--- config.mk ---
export PLATFORM = sky130hd
export DESIGN_NAME = pack_archive_index_parser
export DESIGN_NICKNAME = d
export VERILOG_FILES = /design/src/design/pap_pkg.sv /design/src/design/pap_core.sv /design/src/design/pack_archive_index_parser.sv
export SDC_FILE = /design/constraint.sdc
export NUM_CORES = 2
export LEC_CHECK = 0
export BUFFER_PORTS_ARGS = -buffer_cell sky130_fd_sc_hd__buf_4
export CORE_MARGIN = 2
export CORE_UTILIZATION = 60
export DETAILED_ROUTE_END_ITERATION = 16
export PLACE_DENSITY = 0.76
export SLEW_MARGIN = 20
export SYNTH_ARGS = -nofsm -noshare
export SYNTH_HDL_FRONTEND = slang
export SYNTH_HIERARCHICAL = 1
export SYNTH_SLANG_ARGS = --single-unit
--- constraint.sdc ---
create_clock -name clk -period 38.6 [get_ports clk]
set_input_delay 3.86 -clock clk [delete_from_list [all_inputs] [get_ports clk]]
set_output_delay 3.86 -clock clk [all_outputs]
set_load 0.02 [all_outputs]
--- src/design/pap_pkg.sv ---
// Package for the pack archive index parser: phase and result codes,
// header constants and the result word type. No dependencies.
package pap_pkg;

    typedef enum logic [2:0] {
        PH_HEADER = 3'd0,
        PH_DEPS   = 3'd2,
        PH_FSIZE  = 3'd3,
        PH_FPATH  = 3'd4,
        PH_DONE   = 3'd5,
        PH_HALT   = 3'd6
    } phase_t;

    typedef enum logic [2:0] {
        KIND_HEADER    = 3'd0,
        KIND_DEP_CHAR  = 3'd1,
        KIND_DEP_END   = 3'd2,
        KIND_PATH_CHAR = 3'd3,
        KIND_ENTRY     = 3'd4,
        KIND_BAD_MAGIC = 3'd5
    } kind_t;

    localparam logic [31:0] MAGIC_V0   = 32'h3048_4650;  // "PFH0" little-endian
    localparam logic [31:0] MAGIC_V2   = 32'h3248_4650;  // "PFH2" little-endian
    localparam logic [5:0]  HDR_LEN_V0 = 6'd24;
    localparam logic [5:0]  HDR_LEN_V2 = 6'd32;

    // last byte of each header word
    localparam logic [4:0] HB_MAGIC      = 5'd3;
    localparam logic [4:0] HB_TYPE       = 5'd7;
    localparam logic [4:0] HB_DEP_COUNT  = 5'd11;
    localparam logic [4:0] HB_DEP_SIZE   = 5'd15;
    localparam logic [4:0] HB_FILE_COUNT = 5'd19;
    localparam logic [4:0] HB_FILE_SIZE  = 5'd23;
    localparam logic [4:0] HB_V2_LAST    = 5'd31;

    localparam logic [1:0] SB_LAST = 2'd3;

    localparam logic [7:0] CHAR_NUL    = 8'h00;
    localparam logic [7:0] CHAR_BSLASH = 8'h5C;
    localparam logic [7:0] CHAR_SLASH  = 8'h2F;

    typedef struct packed {
        logic        valid;
        kind_t       kind;
        logic [7:0]  char_out;
        logic        version;
        logic [31:0] archive_type;
        logic [31:0] dep_count;
        logic [31:0] file_count;
        logic [31:0] entry_size;
        logic [63:0] entry_offset;
        logic [31:0] entry_index;
    } result_t;

endpackage

--- src/design/pap_core.sv ---
// Parser state and per-byte step logic for the pack archive index parser.
// Depends on pap_pkg.
module pap_core (
    input  logic             clk,
    input  logic             rst_n,
    input  logic             step_en,
    input  logic [7:0]       byte_in,
    input  logic             start_req,
    output pap_pkg::result_t res
);
    import pap_pkg::*;

    phase_t      phase_reg, phase_next, cur_phase;
    logic [4:0]  hb_reg, hb_next, cur_hb;
    logic [31:0] word_reg, word_next, cur_word, word_new;
    logic        v2_reg, v2_next, cur_v2;
    logic [31:0] type_reg, type_next, cur_type;
    logic [31:0] deps_total_reg, deps_total_next, cur_deps_total;
    logic [31:0] deps_bytes_reg, deps_bytes_next, cur_deps_bytes;
    logic [31:0] files_total_reg, files_total_next, cur_files_total;
    logic [31:0] files_bytes_reg, files_bytes_next, cur_files_bytes;
    logic [31:0] region_reg, region_next, cur_region, region_inc;
    logic [31:0] item_reg, item_next, cur_item, item_inc;
    logic [1:0]  sb_reg, sb_next, cur_sb;
    logic [63:0] offset_reg, offset_next, cur_offset;
    logic [5:0]  hdr_len;
    logic        bad_magic;

    always_comb
    begin
        // a start byte sees the reset state
        cur_phase       = start_req ? PH_HEADER : phase_reg;
        cur_hb          = start_req ? 5'd0  : hb_reg;
        cur_word        = start_req ? 32'd0 : word_reg;
        cur_v2          = start_req ? 1'b0  : v2_reg;
        cur_type        = start_req ? 32'd0 : type_reg;
        cur_deps_total  = start_req ? 32'd0 : deps_total_reg;
        cur_deps_bytes  = start_req ? 32'd0 : deps_bytes_reg;
        cur_files_total = start_req ? 32'd0 : files_total_reg;
        cur_files_bytes = start_req ? 32'd0 : files_bytes_reg;
        cur_region      = start_req ? 32'd0 : region_reg;
        cur_item        = start_req ? 32'd0 : item_reg;
        cur_sb          = start_req ? 2'd0  : sb_reg;
        cur_offset      = start_req ? 64'd0 : offset_reg;

        phase_next       = cur_phase;
        hb_next          = cur_hb;
        word_next        = cur_word;
        v2_next          = cur_v2;
        type_next        = cur_type;
        deps_total_next  = cur_deps_total;
        deps_bytes_next  = cur_deps_bytes;
        files_total_next = cur_files_total;
        files_bytes_next = cur_files_bytes;
        region_next      = cur_region;
        item_next        = cur_item;
        sb_next          = cur_sb;
        offset_next      = cur_offset;

        region_inc = cur_region + 32'd1;
        item_inc   = cur_item + 32'd1;
        word_new   = cur_word;
        hdr_len    = HDR_LEN_V0;
        bad_magic  = 1'b0;
        res        = '0;

        case (cur_phase)
            PH_HEADER:
            begin
                if (cur_hb[1:0] == 2'd0)
                    word_new = {24'd0, byte_in};
                else
                    word_new = cur_word | ({24'd0, byte_in} << {cur_hb[1:0], 3'b000});
                word_next = word_new;
                if (cur_hb == HB_MAGIC)
                begin
                    if (word_new == MAGIC_V0)
                        v2_next = 1'b0;
                    else if (word_new == MAGIC_V2)
                        v2_next = 1'b1;
                    else
                        bad_magic = 1'b1;
                end
                if (bad_magic)
                begin
                    phase_next = PH_HALT;
                    res.valid  = 1'b1;
                    res.kind   = KIND_BAD_MAGIC;
                end
                else
                begin
                    if (cur_hb == HB_TYPE)       type_next        = word_new;
                    if (cur_hb == HB_DEP_COUNT)  deps_total_next  = word_new;
                    if (cur_hb == HB_DEP_SIZE)   deps_bytes_next  = word_new;
                    if (cur_hb == HB_FILE_COUNT) files_total_next = word_new;
                    if (cur_hb == HB_FILE_SIZE)  files_bytes_next = word_new;
                    if ((cur_hb == HB_FILE_SIZE && !v2_next) || cur_hb == HB_V2_LAST)
                    begin
                        hdr_len     = v2_next ? HDR_LEN_V2 : HDR_LEN_V0;
                        offset_next = {58'd0, hdr_len} + {32'd0, deps_bytes_next}
                                      + {32'd0, files_bytes_next};
                        res.valid        = 1'b1;
                        res.kind         = KIND_HEADER;
                        res.version      = v2_next;
                        res.archive_type = type_next;
                        res.dep_count    = deps_total_next;
                        res.file_count   = files_total_next;
                        hb_next     = 5'd0;
                        region_next = 32'd0;
                        item_next   = 32'd0;
                        if (deps_bytes_next == 32'd0)
                        begin
                            sb_next   = 2'd0;
                            word_next = 32'd0;
                            if (files_total_next == 32'd0 || files_bytes_next == 32'd0)
                                phase_next = PH_DONE;
                            else
                                phase_next = PH_FSIZE;
                        end
                        else
                            phase_next = PH_DEPS;
                    end
                    else
                        hb_next = cur_hb + 5'd1;
                end
            end
            PH_DEPS:
            begin
                // names past the dependency count are consumed silently
                if (cur_item < cur_deps_total)
                begin
                    res.valid       = 1'b1;
                    res.entry_index = cur_item;
                    if (byte_in == CHAR_NUL)
                    begin
                        res.kind  = KIND_DEP_END;
                        item_next = item_inc;
                    end
                    else
                    begin
                        res.kind     = KIND_DEP_CHAR;
                        res.char_out = byte_in;
                    end
                end
                region_next = region_inc;
                if (region_inc == cur_deps_bytes)
                begin
                    region_next = 32'd0;
                    item_next   = 32'd0;
                    sb_next     = 2'd0;
                    word_next   = 32'd0;
                    if (cur_files_total == 32'd0 || cur_files_bytes == 32'd0)
                        phase_next = PH_DONE;
                    else
                        phase_next = PH_FSIZE;
                end
            end
            PH_FSIZE:
            begin
                if (cur_sb == 2'd0)
                    word_next = {24'd0, byte_in};
                else
                    word_next = cur_word | ({24'd0, byte_in} << {cur_sb, 3'b000});
                if (cur_sb == SB_LAST)
                begin
                    // leading slash of the path
                    phase_next      = PH_FPATH;
                    res.valid       = 1'b1;
                    res.kind        = KIND_PATH_CHAR;
                    res.char_out    = CHAR_SLASH;
                    res.entry_index = cur_item;
                end
                sb_next     = cur_sb + 2'd1;
                region_next = region_inc;
                if (region_inc == cur_files_bytes)
                    phase_next = PH_DONE;
            end
            PH_FPATH:
            begin
                region_next     = region_inc;
                res.valid       = 1'b1;
                res.entry_index = cur_item;
                if (byte_in == CHAR_NUL)
                begin
                    res.kind         = KIND_ENTRY;
                    res.entry_size   = cur_word;
                    res.entry_offset = cur_offset;
                    offset_next      = cur_offset + {32'd0, cur_word};
                    item_next        = item_inc;
                    sb_next          = 2'd0;
                    phase_next       = (item_inc == cur_files_total) ? PH_DONE : PH_FSIZE;
                end
                else
                begin
                    res.kind     = KIND_PATH_CHAR;
                    res.char_out = (byte_in == CHAR_BSLASH) ? CHAR_SLASH : byte_in;
                end
                if (region_inc == cur_files_bytes)
                    phase_next = PH_DONE;
            end
            default:
            begin
                // done or halted: drop the byte
            end
        endcase
    end

    always_ff @(posedge clk or negedge rst_n)
    begin
        if (!rst_n)
        begin
            phase_reg       <= PH_HEADER;
            hb_reg          <= 5'd0;
            word_reg        <= 32'd0;
            v2_reg          <= 1'b0;
            type_reg        <= 32'd0;
            deps_total_reg  <= 32'd0;
            deps_bytes_reg  <= 32'd0;
            files_total_reg <= 32'd0;
            files_bytes_reg <= 32'd0;
            region_reg      <= 32'd0;
            item_reg        <= 32'd0;
            sb_reg          <= 2'd0;
            offset_reg      <= 64'd0;
        end
        else if (step_en)
        begin
            phase_reg       <= phase_next;
            hb_reg          <= hb_next;
            word_reg        <= word_next;
            v2_reg          <= v2_next;
            type_reg        <= type_next;
            deps_total_reg  <= deps_total_next;
            deps_bytes_reg  <= deps_bytes_next;
            files_total_reg <= files_total_next;
            files_bytes_reg <= files_bytes_next;
            region_reg      <= region_next;
            item_reg        <= item_next;
            sb_reg          <= sb_next;
            offset_reg      <= offset_next;
        end
    end

endmodule

--- src/design/pack_archive_index_parser.sv ---
// Top level of the pack archive index parser: input byte register, parser
// core and result register. Depends on pap_pkg and pap_core.
//
//  channel | handshake                  | payload
//  --------+----------------------------+------------------------------------------
//  input   | byte_valid / byte_stall    | byte_in, start_req
//  result  | result_valid / result_stall| kind, char_out, version, archive_type,
//          |                            | dep_count, file_count, entry_size,
//          |                            | entry_offset, entry_index
//
// One byte per cycle while byte_stall is low; the result register loads when a byte
// advances from the input register through the step logic, which sets that pace.
// rst_n clears the parser to the header phase; start_req does the same for its byte.
// A held result stalls only bytes that produce a result; silent bytes pass under it.
module pack_archive_index_parser (
    input  logic        clk,
    input  logic        rst_n,
    input  logic        byte_valid,
    output logic        byte_stall,
    input  logic [7:0]  byte_in,
    input  logic        start_req,
    output logic        result_valid,
    input  logic        result_stall,
    output logic [2:0]  kind,
    output logic [7:0]  char_out,
    output logic        version,
    output logic [31:0] archive_type,
    output logic [31:0] dep_count,
    output logic [31:0] file_count,
    output logic [31:0] entry_size,
    output logic [63:0] entry_offset,
    output logic [31:0] entry_index
);
    import pap_pkg::*;

    logic       s1_valid_reg;
    logic [7:0] s1_byte_reg;
    logic       s1_start_reg;
    logic       out_valid_reg;
    result_t    out_reg;
    result_t    step_res;
    logic       out_free;
    logic       advance;
    logic       accept;

    pap_core u_core (
        .clk       (clk),
        .rst_n     (rst_n),
        .step_en   (advance),
        .byte_in   (s1_byte_reg),
        .start_req (s1_start_reg),
        .res       (step_res)
    );

    assign out_free   = !out_valid_reg || !result_stall;
    assign advance    = s1_valid_reg && (out_free || !step_res.valid);
    assign byte_stall = s1_valid_reg && !advance;
    assign accept     = byte_valid && !byte_stall;

    always_ff @(posedge clk or negedge rst_n)
    begin
        if (!rst_n)
            s1_valid_reg <= 1'b0;
        else if (accept)
            s1_valid_reg <= 1'b1;
        else if (advance)
            s1_valid_reg <= 1'b0;
    end

    always_ff @(posedge clk)
    begin
        if (accept)
        begin
            s1_byte_reg  <= byte_in;
            s1_start_reg <= start_req;
        end
    end

    always_ff @(posedge clk or negedge rst_n)
    begin
        if (!rst_n)
            out_valid_reg <= 1'b0;
        else if (advance && step_res.valid)
            out_valid_reg <= 1'b1;
        else if (!result_stall)
            out_valid_reg <= 1'b0;
    end

    // load only when the slot is free, so a stalled word holds
    always_ff @(posedge clk)
    begin
        if (advance && step_res.valid)
            out_reg <= step_res;
    end

    assign result_valid = out_valid_reg;
    assign kind         = out_reg.kind;
    assign char_out     = out_reg.char_out;
    assign version      = out_reg.version;
    assign archive_type = out_reg.archive_type;
    assign dep_count    = out_reg.dep_count;
    assign file_count   = out_reg.file_count;
    assign entry_size   = out_reg.entry_size;
    assign entry_offset = out_reg.entry_offset;
    assign entry_index  = out_reg.entry_index;

endmodule

=== Yosys cells after proc, flatten, opt, wreduce, memory -nomap -nowiden ===
Index checks and enable logic that the tools add are counted.

* Register bits after elaboration: 578
* Word-level logic and storage cells: 192

* Shifts and indexed selects: 2
* $add $sub $neg: 7
* Muxes and demuxes: 105
* Bitwise operators: 4
* Magnitude comparators: 1
* Reduce and logical (&&, ||, !) cells: 29
* Equality and inequality tests: 18

{| class="wikitable"
|+ Operators by type and width
! cell !! count
|-
| $mux W32 || 46
|-
| $pmux W32 S3 || 4
|-
| $mux W64 || 4
|-
| $logic_not A32 Y1 || 5
|-
| $add A64 B32 Y64 || 2
|-
| $pmux W64 S2 || 1
|-
| $eq A32 B32 Y1 || 3
|-
| $add A32 B1 Y32 const B || 2
|-
| $eq A32 B30 Y1 const B || 2
|-
| $or A32 B32 Y32 || 2
|-
| $shl A8 B5 Y32 || 2
|-
| $mux W3 || 13
|-
| $add A6 B32 Y33 || 1
|-
| $lt A32 B32 Y1 || 1
|-
| $mux W12 || 2
|-
| $mux W8 || 3
|-
| $pmux W8 S3 || 1
|-
| $mux W5 || 4
|-
| $pmux W4 S4 || 1
|-
| $eq A5 B5 Y1 const B || 3
|-
| $mux W1 || 14
|-
| $mux W2 || 7
|-
| $pmux W3 S4 || 1
|-
| $eq A5 B4 Y1 const B || 2
|-
| 23 further kinds || 40
|}

=== Logic depth before layout (Yosys ltp) ===
* Depth in word-level cells: 24
* Gate-level depth with buffers: 40
* Mapped depth without buffers: 27

=== Cells and area by module ===
Netlist, hierarchy kept.

{| class="wikitable"
|+ Modules (own cells, without submodules)
! module !! area an instance (µm²) !! times used !! cells an instance !! sequential area each (µm²)
|-
| pap_core || 29442.0 || 1 || 3899 || 8282.9
|-
| pack_archive_index_parser || 7462.2 || 1 || 257 || 7407.1
|}

=== Worst setup path after synthesis ===
Ideal clock, no wire load.

* Kind: reg2reg
* Start: reg s1_start_reg
* End: reg out_reg, in the netlist archive_type[0], enable pin
* Required time: 37.687 ns
* Stages on the path, launching flop included: 26
* Path buffers: 14
* Arrival time: 16.298 ns
* Clock period less this slack: 17.211 ns
* Setup slack: 21.389 ns
* Cells stage by stage: edfxtp_1 > buf_2 > buf_2 > buf_6 > inv_1 > buf_2 > buf_2 > buf_2 > clkbuf_1 > clkbuf_1 > clkbuf_1 > clkbuf_1 > clkbuf_1 > nand2_1 > ha_1 > or2_2 > clkbuf_1 > buf_2 > buf_1 > nor2_1 > nand4b_1 > and2_1 > o21ai_0 > nand2_1 > nand2_1 > a21oi_1

{| class="wikitable"
|+ RTL lines
! what !! line !! source
|-
| from (decl) || pack_archive_index_parser.sv:38 || <nowiki>logic s1_start_reg;</nowiki>
|-
| from (signal assigned) || pack_archive_index_parser.sv:75 || <nowiki>s1_start_reg <= start_req;</nowiki>
|-
| to (signal assigned) || pack_archive_index_parser.sv:93 || <nowiki>out_reg <= step_res;</nowiki>
|-
| to (decl) || pack_archive_index_parser.sv:40 || <nowiki>result_t out_reg;</nowiki>
|}

==> run metrics <==
vias per cell=7.004; routability cong.=1.075; Detailed Route WL=142,800 um; area fraction in compound gates after synthesis=0.2048; Synth top area share=0.2258; mapped cell area=36,900 um^2; Worst Hold Class=reg -> reg; worst hold slack=0.4766 ns; CP max FO=75; most common library cells after synthesis=nor2_1, nand2_1, a21oi_1; final setup vio count=0; xor and xnor area share after synthesis=0.04452; critical path capture point type=output port; PwrDens=44.39 nW/um^2; total track usage=0.4408; Data required, critical path=34.74 ns; placed cell area=39,320 um^2; Simple-Gate Fraction of Synth Area=0.2125; dpl ws=29.26 ns; largest net degree at the start of global routing=173; max cap viols=0; CTS sink count=578; Core ar.=60,580 um^2; largest family of logic cells by synthesized area=simple AND/OR/NAND/NOR gates; final worst path period share=0.2655; nets=4,401; CTS tree=built; Yosys cell types=97; post-cts resize count=0; cell with the most instances after synthesis=nor2_1; Post-CTS Setup Bufs=0; Internal=1.215 mW; first-pass GRT wire length=209,100 um; hold buffer count at cts=0; share of cells above drive strength 1=0.1310; outcome=finished, final reports clean; Worst VDD drop=0.00003907 V; dpl cells=4,973; Avg WL per Cell=28.05 um; number of synthesized flops with an enable pin=245; Mapped Avg Cell Area=8.880 um^2; register-to-register setup slack=29.69 ns; post-route cell area=41,580 um^2; final cell count without fillers=5,092; Synth Flop Type=dfrtp_1; TritonCTS Buffers=60; Worst Tran Pin Value=1.281 ns; switching portion of total power=0.3417; worst rel slew slack=0.1459; area leader, netlist=dfrtp_1; initial antenna violation count=5; DRT Pass-1 Iters=9; arrival time at the worst endpoint=6.39 ns; via count=35,670; Yosys warning count=6; register bit total from synthesis=578; post-synthesis mux area share=0.02211; I/O Pins=251; CP startpoint kind=flop; Comb pwr share=0.235; Max Clk Rate=0.09758 GHz; Worst Setup Slack, final=28.35 ns; Seq/Total Area, Yosys=0.4252; Initial Utilization=0.6091; FP Rows=90; Syn Inst Count=4,156; DP HPWL=100,700 um; Total Neg Setup Slack=0 ns; die height=252.0 um; worst skew pair latency=0.68 ns; sequential share of power=0.407; Initial DRC Count=5,895; final hold vios=0; Slew Limit Fails=0; Final min period=10.25 ns; H-tree levels=2; static leakage=17.76 nW; Overflow after GRT=0; PortBufs=250; Mapped Nets=4,304; clock skew=0.02143 ns; Clock Path Buffers=3; post-route ant nets=0; critical path class=reg -> out; Synth Area in Adders=0.04679; Synth area leaders=dfrtp_1, edfxtp_1, a21oi_1, nor2_1, ha_1; die area=63,510 um^2; Layout area overhead=12.68%; fill cell count=4,875; Die X=252.0 um; post-synthesis async set-or-reset flop share=0.5761; RSZ-0062 raised after global routing=false; Psw=0.6307 mW; clock slew at reported path FFs=0.06 ns; DRC=0; clk root buf=clkbuf_16; Clk pwr share=0.358; vias in the first global route=32,360
stage by stage:
step,util,total power [mW]
detailed placement,0.6490,1.172
finish,0.6864,1.846
global route,0.6862,1.892
CTS,0.6860,1.824
floorplan,-,1.007
global placement,0.6490,1.168
power groups by stage:
stage | Combinational, mW | Clock (mW) | Sequential, mW
final | 0.434 | 0.660 | 0.752
after global routing | 0.451 | 0.687 | 0.753
after CTS | 0.414 | 0.662 | 0.748
after detailed placement | 0.413 | 0 | 0.758
after global placement | 0.410 | 0 | 0.758
after floorplan | 0.225 | 0 | 0.782
area by class of cell:
type,count,area (um^2),share of cell area
multi-input combinational,3173,19740,0.4746
sequential,578,15690,0.3773
timing repair buffer,332,2512,0.06042
clock buffer,70,1579,0.03797
tap,782,978.4,0.02353
clock inverter,44,664.4,0.01598
inverter,108,410.4,0.009869
antenna,5,12.51,0.0003009
cells in the final DEF, fill, tap and decap left out, types with 30 or more instances in the layout:
cell	Yosys	routed
a21o_1	62	62
nor2_1	471	455
xnor2_1	124	124
clkbuf_16	0	60
nor4_1	55	54
nor3_1	61	57
dfrtp_1	333	333
nand2_1	433	429
edfxtp_1	245	245
nand3_1	78	78
buf_4	5	330
nand4_1	61	61
a22oi_1	41	41
nand2b_1	30	30
inv_1	107	106
a21oi_1	383	380
mux2_2	52	52
nor2b_1	90	90
a22o_1	85	85
ha_1	130	130
nor3b_1	45	45
and3_1	134	134
o21ai_0	256	256
a31oi_1	57	56
xor2_1	61	61
worst paths after layout:
path | to | from | depth (start not counted)
worst max-delay path | byte_stall | s1_start_reg | 15
worst min-delay path | u_core/offset_reg[13] | u_core/offset_reg[13] | 2
worst max register to register | u_core/offset_reg[32] | s1_start_reg | 24
worst min register to register | u_core/offset_reg[13] | u_core/offset_reg[13] | 2
max in group asynchronous | u_core/files_bytes_reg[8] | rst_n | 3
min in group asynchronous | u_core/deps_total_reg[31] | rst_n | 1
metal layers:
metal	GRT usage	share of wire
met4	0.2196	0.060
met2	0.6239	0.41
met3	0.1400	0.14
met5	0	0
met1	0.6094	0.38
kinds of logic (layout without fill, tap and decap cells):
family                     after synthesis  after routing
AOI/OAI and AO/OA                     1180           1180
xor gates and xnor gates               186            186
adders and majority gates              135            135
buffers and inverters                  405            554
DFF                                    578            578
muxes                                   75             75
other                                    0              5
and+or+nand+nor                       1597           1597
critical path, stage by stage (launching register included):
cell	delay, ns
edfxtp_1	0.42
buf_4	0.48
buf_4	0.82
nand2b_1	0.27
ha_1	0.31
or2_2	0.69
nor2_1	0.42
a2111o_1	0.51
nor4_2	0.35
nand4b_1	0.29
and2_1	0.32
o21ai_0	0.18
nand2_1	0.24
nand4_2	0.18
inv_1	0.05
buf_4	0.15
(Power assumes the default switching activity.)
